--- src/hw/rtl/deque_pkg.sv ---
// Shared types and constants for the double-ended queue block.
// Used by deque_ctrl, deque_dp and double_ended_queue_top; depends on nothing.
package deque_pkg;

   // Default ring depth and fixed field widths
   localparam int unsigned DEPTH_DEFAULT = 16;
   localparam int unsigned VALUE_W       = 32;
   localparam int unsigned KIND_W        = 3;
   localparam int unsigned STATUS_W      = 2;
   localparam int unsigned OCC_W         = 5;
   localparam int unsigned REQ_DATA_W    = 32;
   localparam int unsigned RSP_DATA_W    = 40;

   // Request kinds
   localparam logic [KIND_W-1:0] KIND_PUSH_FRONT  = 3'd0;
   localparam logic [KIND_W-1:0] KIND_PUSH_REAR   = 3'd1;
   localparam logic [KIND_W-1:0] KIND_POP_REAR    = 3'd2;
   localparam logic [KIND_W-1:0] KIND_POP_FRONT   = 3'd3;
   localparam logic [KIND_W-1:0] KIND_DRAIN_REAR  = 3'd4;
   localparam logic [KIND_W-1:0] KIND_DRAIN_FRONT = 3'd5;

   // Response status codes
   localparam logic [STATUS_W-1:0] STATUS_OK    = 2'd0;
   localparam logic [STATUS_W-1:0] STATUS_EMPTY = 2'd1;
   localparam logic [STATUS_W-1:0] STATUS_FULL  = 2'd2;

   // Datapath operations, one per cycle
   typedef enum logic [3:0] {
      DP_NONE,
      DP_PUSH_FRONT,
      DP_PUSH_REAR,
      DP_FULL,
      DP_EMPTY,
      DP_NOOP,
      DP_POP_REAR,
      DP_POP_FRONT,
      DP_POP_LOAD,
      DP_DRAIN_REAR,
      DP_DRAIN_FRONT,
      DP_DRAIN_STEP
   } dp_op_type;

   // Controller to datapath
   typedef struct packed {
      dp_op_type op;
   } dp_cmd_type;

   // Datapath to controller
   typedef struct packed {
      logic empty;
      logic full;
      logic last_one;
   } dp_status_type;

endpackage

--- src/hw/rtl/deque_dp.sv ---
// Datapath of the double-ended queue: ring store, head and count registers,
// drain pointer and the response holding register. Uses deque_pkg.
module deque_dp #(
   parameter int unsigned DEPTH = deque_pkg::DEPTH_DEFAULT
) (
   input  logic                                  clock,
   input  logic                                  reset,
   input  deque_pkg::dp_cmd_type                 cmd,
   output deque_pkg::dp_status_type              status,
   input  logic [deque_pkg::VALUE_W-1:0]         value_in,
   output logic [deque_pkg::VALUE_W-1:0]         value_out,
   output logic [deque_pkg::STATUS_W-1:0]        status_out,
   output logic [deque_pkg::OCC_W-1:0]           occupancy,
   output logic                                  last
);

   localparam int unsigned PW = $clog2(DEPTH);
   localparam int unsigned CW = $clog2(DEPTH + 1);
   localparam int unsigned SW = CW + 1;
   localparam logic [PW-1:0] PTR_MAX   = PW'(DEPTH - 1);
   localparam logic [CW-1:0] CNT_FULL  = CW'(DEPTH);
   localparam logic [CW-1:0] CNT_ONE   = CW'(1);
   localparam logic [SW-1:0] SUM_DEPTH = SW'(DEPTH);

   // Ring store
   logic [deque_pkg::VALUE_W-1:0] mem [DEPTH];
   logic [deque_pkg::VALUE_W-1:0] rdata_ff;

   logic [PW-1:0] head_ff, head_in;
   logic [CW-1:0] count_ff, count_in;
   logic [PW-1:0] dptr_ff, dptr_in;
   logic          drain_rear_ff, drain_rear_in;

   logic [deque_pkg::VALUE_W-1:0]  value_out_ff, value_out_in;
   logic [deque_pkg::STATUS_W-1:0] status_out_ff, status_out_in;
   logic [deque_pkg::OCC_W-1:0]    occ_ff, occ_in;
   logic                           last_ff, last_in;

   logic          wr_en, rd_en;
   logic [PW-1:0] wr_addr, rd_addr;

   logic [PW-1:0] head_inc, head_dec, dptr_next;
   logic [SW-1:0] tail_sum, rear_sum;
   logic [PW-1:0] tail_pos, rear_pos;
   logic [CW-1:0] count_dec, count_inc;

   // Ring arithmetic: head +/- 1, free slot after rear, rear element
   always_comb begin
      head_inc  = (head_ff == PTR_MAX) ? '0 : head_ff + PW'(1);
      head_dec  = (head_ff == '0) ? PTR_MAX : head_ff - PW'(1);
      count_dec = count_ff - CNT_ONE;
      count_inc = count_ff + CNT_ONE;
      tail_sum  = SW'(head_ff) + SW'(count_ff);
      tail_pos  = (tail_sum >= SUM_DEPTH) ? PW'(tail_sum - SUM_DEPTH) : PW'(tail_sum);
      rear_sum  = tail_sum - SW'(1);
      rear_pos  = (rear_sum >= SUM_DEPTH) ? PW'(rear_sum - SUM_DEPTH) : PW'(rear_sum);
      if (drain_rear_ff) begin
         dptr_next = (dptr_ff == '0) ? PTR_MAX : dptr_ff - PW'(1);
      end else begin
         dptr_next = (dptr_ff == PTR_MAX) ? '0 : dptr_ff + PW'(1);
      end
   end

   // Operation decode
   always_comb begin
      head_in       = head_ff;
      count_in      = count_ff;
      dptr_in       = dptr_ff;
      drain_rear_in = drain_rear_ff;
      value_out_in  = value_out_ff;
      status_out_in = status_out_ff;
      occ_in        = occ_ff;
      last_in       = last_ff;
      wr_en         = 1'b0;
      wr_addr       = tail_pos;
      rd_en         = 1'b0;
      rd_addr       = head_ff;
      unique case (cmd.op)
         deque_pkg::DP_PUSH_FRONT: begin
            wr_en         = 1'b1;
            wr_addr       = head_dec;
            head_in       = head_dec;
            count_in      = count_inc;
            value_out_in  = '0;
            status_out_in = deque_pkg::STATUS_OK;
            occ_in        = deque_pkg::OCC_W'(count_inc);
            last_in       = 1'b1;
         end
         deque_pkg::DP_PUSH_REAR: begin
            wr_en         = 1'b1;
            wr_addr       = tail_pos;
            count_in      = count_inc;
            value_out_in  = '0;
            status_out_in = deque_pkg::STATUS_OK;
            occ_in        = deque_pkg::OCC_W'(count_inc);
            last_in       = 1'b1;
         end
         deque_pkg::DP_FULL: begin
            value_out_in  = '0;
            status_out_in = deque_pkg::STATUS_FULL;
            occ_in        = deque_pkg::OCC_W'(count_ff);
            last_in       = 1'b1;
         end
         deque_pkg::DP_EMPTY: begin
            value_out_in  = '0;
            status_out_in = deque_pkg::STATUS_EMPTY;
            occ_in        = '0;
            last_in       = 1'b1;
         end
         deque_pkg::DP_NOOP: begin
            value_out_in  = '0;
            status_out_in = deque_pkg::STATUS_OK;
            occ_in        = deque_pkg::OCC_W'(count_ff);
            last_in       = 1'b1;
         end
         deque_pkg::DP_POP_REAR: begin
            rd_en    = 1'b1;
            rd_addr  = rear_pos;
            count_in = count_dec;
         end
         deque_pkg::DP_POP_FRONT: begin
            rd_en    = 1'b1;
            rd_addr  = head_ff;
            head_in  = head_inc;
            count_in = count_dec;
         end
         deque_pkg::DP_POP_LOAD: begin
            // count was already lowered when the read was issued
            value_out_in  = rdata_ff;
            status_out_in = deque_pkg::STATUS_OK;
            occ_in        = deque_pkg::OCC_W'(count_ff);
            last_in       = 1'b1;
         end
         deque_pkg::DP_DRAIN_REAR: begin
            rd_en         = 1'b1;
            rd_addr       = rear_pos;
            dptr_in       = rear_pos;
            drain_rear_in = 1'b1;
         end
         deque_pkg::DP_DRAIN_FRONT: begin
            rd_en         = 1'b1;
            rd_addr       = head_ff;
            dptr_in       = head_ff;
            drain_rear_in = 1'b0;
         end
         deque_pkg::DP_DRAIN_STEP: begin
            // emit current element and prefetch the next one
            value_out_in  = rdata_ff;
            status_out_in = deque_pkg::STATUS_OK;
            occ_in        = deque_pkg::OCC_W'(count_dec);
            last_in       = (count_ff == CNT_ONE);
            count_in      = count_dec;
            dptr_in       = dptr_next;
            rd_en         = 1'b1;
            rd_addr       = dptr_next;
         end
         default: begin
         end
      endcase
   end

   // Store write port
   always_ff @(posedge clock) begin
      if (wr_en) begin
         mem[wr_addr] <= value_in;
      end
   end

   // Store read port, registered
   always_ff @(posedge clock) begin
      if (rd_en) begin
         rdata_ff <= mem[rd_addr];
      end
   end

   // Control registers
   always_ff @(posedge clock) begin
      if (reset) begin
         head_ff  <= '0;
         count_ff <= '0;
      end else begin
         head_ff  <= head_in;
         count_ff <= count_in;
      end
   end

   // Payload registers
   always_ff @(posedge clock) begin
      dptr_ff       <= dptr_in;
      drain_rear_ff <= drain_rear_in;
      value_out_ff  <= value_out_in;
      status_out_ff <= status_out_in;
      occ_ff        <= occ_in;
      last_ff       <= last_in;
   end

   assign status.empty    = (count_ff == '0);
   assign status.full     = (count_ff >= CNT_FULL);
   assign status.last_one = (count_ff == CNT_ONE);

   assign value_out  = value_out_ff;
   assign status_out = status_out_ff;
   assign occupancy  = occ_ff;
   assign last       = last_ff;

endmodule

--- src/hw/rtl/deque_ctrl.sv ---
// Controller of the double-ended queue: request decode, pop and drain
// sequencing, response valid. Uses deque_pkg; drives deque_dp.
module deque_ctrl (
   input  logic                             clock,
   input  logic                             reset,
   input  logic                             req_tvalid,
   output logic                             req_tready,
   input  logic [deque_pkg::KIND_W-1:0]     kind,
   output logic                             rsp_tvalid,
   input  logic                             rsp_tready,
   output deque_pkg::dp_cmd_type            cmd,
   input  deque_pkg::dp_status_type         status
);

   typedef enum logic [1:0] {
      S_IDLE,
      S_POP,
      S_DRAIN
   } state_type;

   state_type state_ff, state_in;
   logic      rsp_valid_ff, rsp_valid_in;
   logic      out_free;
   logic      load;

   assign out_free   = !rsp_valid_ff || rsp_tready;
   assign req_tready = (state_ff == S_IDLE) && out_free;

   // Next state and datapath command
   always_comb begin
      state_in = state_ff;
      cmd.op   = deque_pkg::DP_NONE;
      load     = 1'b0;
      unique case (state_ff)
         S_IDLE: begin
            if (req_tvalid && out_free) begin
               unique case (kind)
                  deque_pkg::KIND_PUSH_FRONT: begin
                     cmd.op = status.full ? deque_pkg::DP_FULL : deque_pkg::DP_PUSH_FRONT;
                     load   = 1'b1;
                  end
                  deque_pkg::KIND_PUSH_REAR: begin
                     cmd.op = status.full ? deque_pkg::DP_FULL : deque_pkg::DP_PUSH_REAR;
                     load   = 1'b1;
                  end
                  deque_pkg::KIND_POP_REAR, deque_pkg::KIND_POP_FRONT: begin
                     if (status.empty) begin
                        cmd.op = deque_pkg::DP_EMPTY;
                        load   = 1'b1;
                     end else begin
                        cmd.op   = (kind == deque_pkg::KIND_POP_REAR) ?
                                   deque_pkg::DP_POP_REAR : deque_pkg::DP_POP_FRONT;
                        state_in = S_POP;
                     end
                  end
                  deque_pkg::KIND_DRAIN_REAR, deque_pkg::KIND_DRAIN_FRONT: begin
                     if (status.empty) begin
                        cmd.op = deque_pkg::DP_EMPTY;
                        load   = 1'b1;
                     end else begin
                        cmd.op   = (kind == deque_pkg::KIND_DRAIN_REAR) ?
                                   deque_pkg::DP_DRAIN_REAR : deque_pkg::DP_DRAIN_FRONT;
                        state_in = S_DRAIN;
                     end
                  end
                  default: begin
                     cmd.op = deque_pkg::DP_NOOP;
                     load   = 1'b1;
                  end
               endcase
            end
         end
         S_POP: begin
            // read data is ready; output register is free here
            cmd.op   = deque_pkg::DP_POP_LOAD;
            load     = 1'b1;
            state_in = S_IDLE;
         end
         S_DRAIN: begin
            if (out_free) begin
               cmd.op = deque_pkg::DP_DRAIN_STEP;
               load   = 1'b1;
               if (status.last_one) begin
                  state_in = S_IDLE;
               end
            end
         end
         default: begin
            state_in = S_IDLE;
         end
      endcase
   end

   // Response valid
   always_comb begin
      if (load) begin
         rsp_valid_in = 1'b1;
      end else if (rsp_tready) begin
         rsp_valid_in = 1'b0;
      end else begin
         rsp_valid_in = rsp_valid_ff;
      end
   end

   // State and registered outputs
   always_ff @(posedge clock) begin
      if (reset) begin
         state_ff     <= S_IDLE;
         rsp_valid_ff <= 1'b0;
      end else begin
         state_ff     <= state_in;
         rsp_valid_ff <= rsp_valid_in;
      end
   end

   assign rsp_tvalid = rsp_valid_ff;

endmodule

--- src/hw/rtl/double_ended_queue_top.sv ---
// Top level of the double-ended queue: stream ports around the controller
// and the datapath. Uses deque_pkg, deque_ctrl and deque_dp.
//
// Double-ended queue of signed 32-bit values in a ring store of DEPTH entries.
// Each request beat carries an operation in req_tuser and a value in req_tdata;
// every request gives one response beat, except a drain of a non-empty queue,
// which gives one beat per stored value with rsp_tlast on the final one. The
// responses sit in an output register. A push, a full or empty answer and an
// unused kind load it directly; a pop reads the ring store (registered read
// port), then loads it; a drain prefetches its first value, then emits each
// value while fetching the next. A new request is taken only after the
// previous one has finished and while the output register is empty or being emptied.
module double_ended_queue_top #(
   parameter int unsigned DEPTH = deque_pkg::DEPTH_DEFAULT
) (
   input  logic                                clock,
   input  logic                                reset,
   input  logic                                req_tvalid,
   output logic                                req_tready,
   input  logic [deque_pkg::REQ_DATA_W-1:0]    req_tdata,  // [31:0] value_in
   input  logic [deque_pkg::KIND_W-1:0]        req_tuser,  // [2:0] kind
   output logic                                rsp_tvalid,
   input  logic                                rsp_tready,
   output logic [deque_pkg::RSP_DATA_W-1:0]    rsp_tdata,  // [31:0] value_out,
                                                           // [36:32] occupancy, pad
   output logic [deque_pkg::STATUS_W-1:0]      rsp_tuser,  // [1:0] status
   output logic                                rsp_tlast
);

   deque_pkg::dp_cmd_type    cmd;
   deque_pkg::dp_status_type status;

   logic [deque_pkg::VALUE_W-1:0] value_out;
   logic [deque_pkg::OCC_W-1:0]   occupancy;

   deque_ctrl u_ctrl (
      .clock      (clock),
      .reset      (reset),
      .req_tvalid (req_tvalid),
      .req_tready (req_tready),
      .kind       (req_tuser),
      .rsp_tvalid (rsp_tvalid),
      .rsp_tready (rsp_tready),
      .cmd        (cmd),
      .status     (status)
   );

   deque_dp #(
      .DEPTH (DEPTH)
   ) u_dp (
      .clock      (clock),
      .reset      (reset),
      .cmd        (cmd),
      .status     (status),
      .value_in   (req_tdata),
      .value_out  (value_out),
      .status_out (rsp_tuser),
      .occupancy  (occupancy),
      .last       (rsp_tlast)
   );

   // Response beat packing
   assign rsp_tdata = {{(deque_pkg::RSP_DATA_W - deque_pkg::VALUE_W - deque_pkg::OCC_W){1'b0}},
                       occupancy, value_out};

endmodule
--- config.mk ---
export PLATFORM = sky130hd
export DESIGN_NAME = double_ended_queue_top
export DESIGN_NICKNAME = d
export VERILOG_FILES = /design/src/hw/rtl/deque_pkg.sv /design/src/hw/rtl/deque_dp.sv /design/src/hw/rtl/deque_ctrl.sv /design/src/hw/rtl/double_ended_queue_top.sv
export SDC_FILE = /design/constraint.sdc
export NUM_CORES = 1
export LEC_CHECK = 0
export BUFFER_PORTS_ARGS = -buffer_cell sky130_fd_sc_hd__buf_2
export CELL_PAD_IN_SITES_DETAIL_PLACEMENT = 0
export CELL_PAD_IN_SITES_GLOBAL_PLACEMENT = 1
export CORE_MARGIN = 3
export CORE_UTILIZATION = 56
export CTS_CLUSTER_DIAMETER = 50
export CTS_CLUSTER_SIZE = 24
export DETAILED_ROUTE_END_ITERATION = 10
export GPL_ROUTABILITY_DRIVEN = 0
export PLACE_DENSITY_LB_ADDON = 0.2
export SKIP_CTS_REPAIR_TIMING = 1
export SYNTH_ARGS = -nofsm -noshare
export SYNTH_HDL_FRONTEND = slang
export SYNTH_SLANG_ARGS = --single-unit
--- constraint.sdc ---
create_clock -name clock -period 12.11 [get_ports clock]
set_clock_uncertainty 0.15 [all_clocks]
set_input_delay 1.211 -clock clock [delete_from_list [all_inputs] [get_ports clock]]
set_output_delay 1.211 -clock clock [all_outputs]
set_load 0.05 [all_outputs]
# Word level (Yosys, flattened, before mapping)
# Memories as Yosys holds them, arrays and structs flattened. A register that Yosys moved wholly into a read port is not among the register bits.
# Index checks and enable logic that the tools add are counted.
# op_classes
n_addsub,10
n_lt_le_gt_ge,3
eq_ne,27
mux,45
n_reduce_logical,31
# ops
operator,n
32-bit case mux with 2 select lines,1
4-bit two-way mux,12
4-bit equality test (second input constant),6
4-bit case mux with 3 select lines,2
5-bit case mux with 4 select lines,1
4-bit by 3-bit equality test with 1-bit output (second input constant),4
4-bit case mux with 2 select lines,2
4-bit case mux with 4 select lines,1
4-bit by 1-bit subtractor with 4-bit output (second input constant),4
5-bit OR reduction,3
2-bit two-way mux,7
6-bit by 5-bit >= comparator with 1-bit output (second input constant),2
1-bit two-way mux,12
2-bit nonzero test,6
5-bit case mux with 2 select lines,1
2-bit OR reduction,5
3-bit inequality test (second input constant),3
4-bit by 1-bit adder with 4-bit output (second input constant),2
4-bit by 2-bit equality test with 1-bit output (second input constant),2
4-bit logical NOT,2
2-bit case mux with 2 select lines,2
4-bit by 5-bit adder with 6-bit output,1
3-bit by 2-bit equality test with 1-bit output (second input constant),2
3-bit equality test (second input constant),2
other kinds (26),31
# totals
ff_bits,57
ram_bits,512
out_inout_bits,45
memories,1
# mem_list
name,words,word_bits,read_ports,rd_clocked_by_memory_dff,wr,line_no,rtl
u_dp.mem,16,32,1,1,1,deque_dp.sv:26,logic [deque_pkg::VALUE_W-1:0] mem [DEPTH];

# Logic depth before layout (Yosys ltp)
# depth
word_depth,11
mapped_depth,13

# By module
# Synthesis repeated with hierarchy kept, for this count alone.
# unflattened
hier_cells,1553
area_unflattened_um2,24772.5
# modules_own_cells
module,instances,cells_each,area_each_um2,seq_area_each_um2
deque_dp,1,1508,24449.7,17867.1
deque_ctrl,1,41,296.5,60.1
double_ended_queue_top,1,4,26.3,0.0

# Least setup slack after synthesis
# Ideal clock, no wire load.
# synth_timing
path_kind,input to register
start,input port req_tuser[1] (netlist name)
end,"register u_dp.rdata_ff[0] (netlist name) (read register of u_dp.mem), enable pin"
t_arrival_ns,4.149
required_time_ns,11.494
setup_slack_ns,7.345
stages,5
cell_sequence,buf_4 xnor2_1 or2_1 buf_4 o21ai_0
# synth_between
elab_chain_cells,9
word_cells_on_any_way,24
cone_classes,eq/ne (10); mux (9); reduce/logical (5)
# synth_lines
element,line_no,rtl
start: declaration,double_ended_queue_top.sv:21,"input logic [deque_pkg::KIND_W-1:0] req_tuser,"
3-bit equality test or 3-bit by 2-bit equality test with 1-bit output (tied branches),"deque_ctrl.sv:37, deque_ctrl.sv:61, deque_ctrl.sv:51",
2-bit two-way mux or 1-bit two-way mux (tied branches),"deque_ctrl.sv:61, deque_ctrl.sv:51",
"4-bit two-way mux, on equally long branches","deque_ctrl.sv:57, deque_ctrl.sv:47",
4-bit case mux with 4 select lines *,deque_ctrl.sv:37,unique case (kind)
4-bit two-way mux *,deque_ctrl.sv:36,if (req_tvalid && out_free) begin
4-bit case mux with 3 select lines *,deque_ctrl.sv:34,unique case (state_ff)
4-bit by 3-bit equality test with 1-bit output or 4-bit equality test (tied branches),deque_dp.sv:78,unique case (cmd.op)
5-bit OR reduction (no source line) *,--,
1-bit two-way mux *,deque_dp.sv:78,
named net u_dp.rd_en,deque_dp.sv:39,"logic wr_en, rd_en;"
end: declaration,deque_dp.sv:27,logic [deque_pkg::VALUE_W-1:0] rdata_ff;
# The timed path passes the listed nets; every way through them passes the cells marked *.
# A chain may end at the register's enable or synchronous reset.

# Final worst setup path
# layout_timing
start,register u_dp.head_ff[0]
end,register u_dp.rdata_ff[31] (netlist name) (read register of u_dp.mem) (data pin)
# layout_between
elab_chain_cells,5
word_cells_on_any_way,6
cone_classes,add/sub (3); order compare (1); mux (2)
# layout_lines
element,line_no,rtl
start: declaration,deque_dp.sv:29,"logic [PW-1:0] head_ff, head_in;"
start signal: assignment,deque_dp.sv:182,head_ff <= head_in;
4-bit by 5-bit adder with 6-bit output,deque_dp.sv:53,tail_sum = SW'(head_ff) + SW'(count_ff);
6-bit by 1-bit subtractor with 6-bit output,deque_dp.sv:55,rear_sum = tail_sum - SW'(1);
6-bit by 5-bit >= comparator with 1-bit output or 4-bit by 1-bit subtractor with 4-bit output (tied branches),deque_dp.sv:56,rear_pos = (rear_sum >= SUM_DEPTH) ? PW'(rear_sum - SUM_DEPTH) : PW'(rear_sum);
4-bit two-way mux,deque_dp.sv:56,
4-bit case mux with 2 select lines *,deque_dp.sv:78,
# Every way passes the cells marked *; elsewhere a longest branch is shown, timed or not.

==> impl_metrics.env <==
export IMPL_hold_slack_ps=381
export IMPL_min_path_type="register to register"
export IMPL_slowest_delay_ps=750
export IMPL_clockPowerShare=0.307
export IMPL_core_mm2=0.0447
export IMPL_die_w_um=220
export IMPL_outcome="finished, final reports clean"
export IMPL_io_buffers=80
export IMPL_grt_usage=0.273
export IMPL_synth_async_reset_ratio=0
export IMPL_cts_root_buf="clkbuf_16"
export IMPL_die_h_um=220
export IMPL_crit_slowest_cell="or3_1"
export IMPL_comb_power_share=0.240
export IMPL_worstHoldPathCells=1
export IMPL_drt_iter0_drc=1820
export IMPL_end_kind="register"
export IMPL_seq_area_frac_synth=0.700
export IMPL_period_needed_ps=5180
export IMPL_r2r_start="u_dp.head_ff[0]$_SDFFE_PP0P_"
export IMPL_grt_pass1_vias=15547
export IMPL_synthToLayoutAreaGrowth_pct=10.6
export IMPL_pin_count=84
export IMPL_synth_distinct_cells=65
export IMPL_drt_pass1_iter_count=5
export IMPL_post_route_period_util=0.428
export IMPL_clock_latency_ps=620
export IMPL_crit_type="register to register"
export IMPL_r2r_slack_ps=6930
export IMPL_p_int_mw=3.71
export IMPL_start_util=0.573
export IMPL_power_total_mw=5.45
export IMPL_drive_gt1_frac=0.144
export IMPL_rsz0062_at_grt="no"
export IMPL_clkTransAtPathRegs_ps=80
export IMPL_die_area_mm2=0.0484
export IMPL_finalSetupViolations=0
export IMPL_clk_path_buf_depth=3
export IMPL_hold_end="u_dp.value_out[8]$_SDFFCE_PN0P_"
export IMPL_seq_power_share=0.453
export IMPL_final_area_mm2=0.0283
export IMPL_leakage_nw=10.4
export IMPL_hpwlAfterDp_mm=35.1
export IMPL_vdd_ir_drop_max_mv=0.148
export IMPL_syn_area_per_cell_um2=15.0
export IMPL_synth_edf_count=589
export IMPL_drc=0
export IMPL_postRouteAntennaNets=0
export IMPL_worstPathArrival_ps=5370
export IMPL_r2r_cells=11
export IMPL_p_switching_mw=1.74
export IMPL_maxCapViolations=0
export IMPL_power_density_mw_per_mm2=192
export IMPL_hold_viol_final=0
export IMPL_h_tree_depth=2
export IMPL_worstPathCellList="ha_1 > fa_1 > xor2_1 > nor3_1 > xor3_1 > a211oi_4 > buf_4 > or3_1 > buf_4 > o22ai_1 > or4_1"
export IMPL_ys_seq_elements=601
export IMPL_place_area_mm2=0.0266
export IMPL_setup_total_negative_slack_ps=0
export IMPL_yosysWarningCount=0
export IMPL_vias_per_cell=6.71
export IMPL_tritoncts="built"
export IMPL_r2r_end="u_dp.rdata_ff[31]$_DFFE_PP_"
export IMPL_grt_start_max_net_pins=129
export IMPL_worstPathMaxFanout=44
export IMPL_postRouteWirelength_mm=65.3
export IMPL_grt_ovfl_total=0
export IMPL_worstHoldStart="u_dp.rdata_ff[8]$_DFFE_PP_"
export IMPL_grt_pass1_wl_mm=98.1
export IMPL_routedWlPerCell_um=27.6
export IMPL_swShare=0.319
export IMPL_synthFlopType="edfxtp_1"
export IMPL_cts_sinks=601
export IMPL_crit_required_ps=12310
export IMPL_syn_inst=1703
export IMPL_fillers=3265
export IMPL_synth_area_mm2=0.0256
export IMPL_final_nets=1788
export IMPL_vias=15887
export IMPL_cp_start_kind="register"
export IMPL_cp_common_cell="buf_4"
export IMPL_tightest_slew_ps=1210
export IMPL_slew_headroom=0.194
export IMPL_final_max_slew_viol_count=0
export IMPL_antenna_found_initial=1
export IMPL_clock_fmax_mhz=193
export IMPL_cts_made_buffers=48
export IMPL_rows=77
power by group through the flow:
stage / Sequential, mW / Combinational (mW) / Clock, mW
floorplan: 2.64 / 0.810 / 0
global placement: 2.51 / 1.28 / 0
detailed placement: 2.52 / 1.30 / 0
CTS: 2.47 / 1.30 / 1.70
global route: 2.48 / 1.40 / 1.79
finish: 2.47 / 1.31 / 1.68
area by class of cell:
cell class	instances	area (um^2)	share of cell area
clock buffer	52	1240	0.0437
timing repair buffer	116	683	0.0241
multi-input combinational	952	7210	0.254
antenna	2	5.00	0.000177
inverter	16	60.1	0.00212
clock inverter	35	487	0.0172
sequential	601	17900	0.632
tap	592	741	0.0261
routing by layer:
metal / vias up / GRT usage / wire length, um / part of all wire
li1: 6952 / - / - / -
met1: 8029 / 0.401 / 27300 / 0.42
met2: 779 / 0.417 / 30300 / 0.46
met3: 127 / 0.0589 / 6090 / 0.093
met4: 0 / 0.0771 / 1630 / 0.025
met5: - / 0 / 0 / 0
worst max-delay path by stage:
stage / depth (start not counted) / start / end / slack [ps]
6_report: 11 / u_dp.head_ff[0]$_SDFFE_PP0P_ / u_dp.rdata_ff[31]$_DFFE_PP_ / 6930
3_3_place_gp: 10 / req_tuser[2] / u_dp.rdata_ff[31]$_DFFE_PP_ / 6760
4_1_cts: 11 / u_dp.head_ff[0]$_SDFFE_PP0P_ / u_dp.rdata_ff[31]$_DFFE_PP_ / 7040
5_1_grt: 11 / u_dp.head_ff[0]$_SDFFE_PP0P_ / u_dp.rdata_ff[31]$_DFFE_PP_ / 6810
2_1_floorplan: 5 / req_tuser[1] / u_dp.rdata_ff[0]$_DFFE_PP_ / 7350
3_5_place_dp: 10 / req_tuser[2] / u_dp.rdata_ff[23]$_DFFE_PP_ / 6690
through the flow:
step           utilization  instances  setup slack (ps)
2_1_floorplan            -       1705              7350
3_3_place_gp         0.595       2277              6760
3_5_place_dp         0.595       2277              6690
4_1_cts              0.634       2364              7040
5_1_grt              0.634       2365              6810
6_report             0.634       2366              6930
critical path: cells and delay by family, from the launching register on:
family | cells | cell delay, ps
adders and majority gates | 2 | 650
AOI/OAI and AO/OA | 2 | 410
xor gates and xnor gates | 2 | 810
and+or+nand+nor | 3 | 1390
buffers and inverters | 2 | 1060
DFF | 1 | 430
registers in the layout (all words and copies together), names as in the netlist:
name and count:
u_ctrl.rsp_tvalid 1, u_ctrl.state_ff 2, u_dp.count_ff 5, u_dp.dptr_ff 4, u_dp.drain_rear_ff 1, u_dp.head_ff 4
u_dp.last 1, u_dp.mem 512, u_dp.occupancy 5, u_dp.rdata_ff 32, u_dp.status_out 2, u_dp.value_out 32
Yosys cell counts (2+ instances only):
| library cell | instances | area share |
|---|---|---|
| nor2b_1 | 2 | 0.00049 |
| a311o_1 | 2 | 0.00078 |
| nand3_1 | 97 | 0.019 |
| a21oi_1 | 20 | 0.0039 |
| clkbuf_1 | 80 | 0.012 |
| nor2_1 | 48 | 0.0070 |
| a21o_1 | 81 | 0.024 |
| o221ai_1 | 2 | 0.00068 |
| mux2i_1 | 177 | 0.069 |
| a22oi_1 | 3 | 0.00088 |
| inv_1 | 15 | 0.0022 |
| or3_1 | 7 | 0.0017 |
| a22o_1 | 2 | 0.00068 |
| o21ai_1 | 8 | 0.0016 |
| nor3_1 | 18 | 0.0035 |
| a211oi_1 | 2 | 0.00059 |
| buf_4 | 13 | 0.0038 |
| a221oi_1 | 104 | 0.036 |
| edfxtp_1 | 589 | 0.69 |
| or4_1 | 33 | 0.0097 |
| buf_2 | 36 | 0.0070 |
| nand3b_1 | 2 | 0.00059 |
| nand2b_1 | 7 | 0.0017 |
| ha_1 | 13 | 0.0063 |
| a221oi_2 | 20 | 0.012 |
| dfxtp_1 | 12 | 0.0094 |
| and3_1 | 5 | 0.0012 |
| or2_2 | 3 | 0.00073 |
| o31ai_1 | 2 | 0.00059 |
| o211ai_1 | 3 | 0.00088 |
| xor2_1 | 2 | 0.00068 |
| o22ai_1 | 89 | 0.022 |
| and2_1 | 34 | 0.0083 |
| xnor2_1 | 9 | 0.0031 |
| nand2_1 | 22 | 0.0032 |
| a31oi_1 | 8 | 0.0020 |
| buf_6 | 5 | 0.0022 |
| buf_1 | 2 | 0.00029 |
| o31a_1 | 3 | 0.0010 |
| nor3b_1 | 5 | 0.0015 |
| o21ai_0 | 94 | 0.018 |
cells in the final DEF, fill, tap and decap left out, drive strengths merged, types with 7 or more instances in the layout:
master,count
a21oi,20
ha,13
xnor2,9
nand3,97
clkbuf,52
buf,116
nand2,22
a31oi,8
edfxtp,589
clkinv,16
a221oi,124
nand2b,7
dfxtp,12
a21o,81
inv,32
or3,7
nor3,19
mux2i,177
nor2,48
and2,34
or4,33
o21ai,102
o22ai,89
cell families after synthesis:
kind of cell             share of synthesized area
other                                     0.000146
AO/OA/AOI/OAI                                0.130
AND/OR/NAND/NOR                             0.0609
multiplexers                                0.0696
buffers and inverters                       0.0274
adder cells (fa/ha/maj)                    0.00713
flip-flops                                   0.700
XOR/XNOR                                   0.00469
Power figures use the tool's default switching activity.
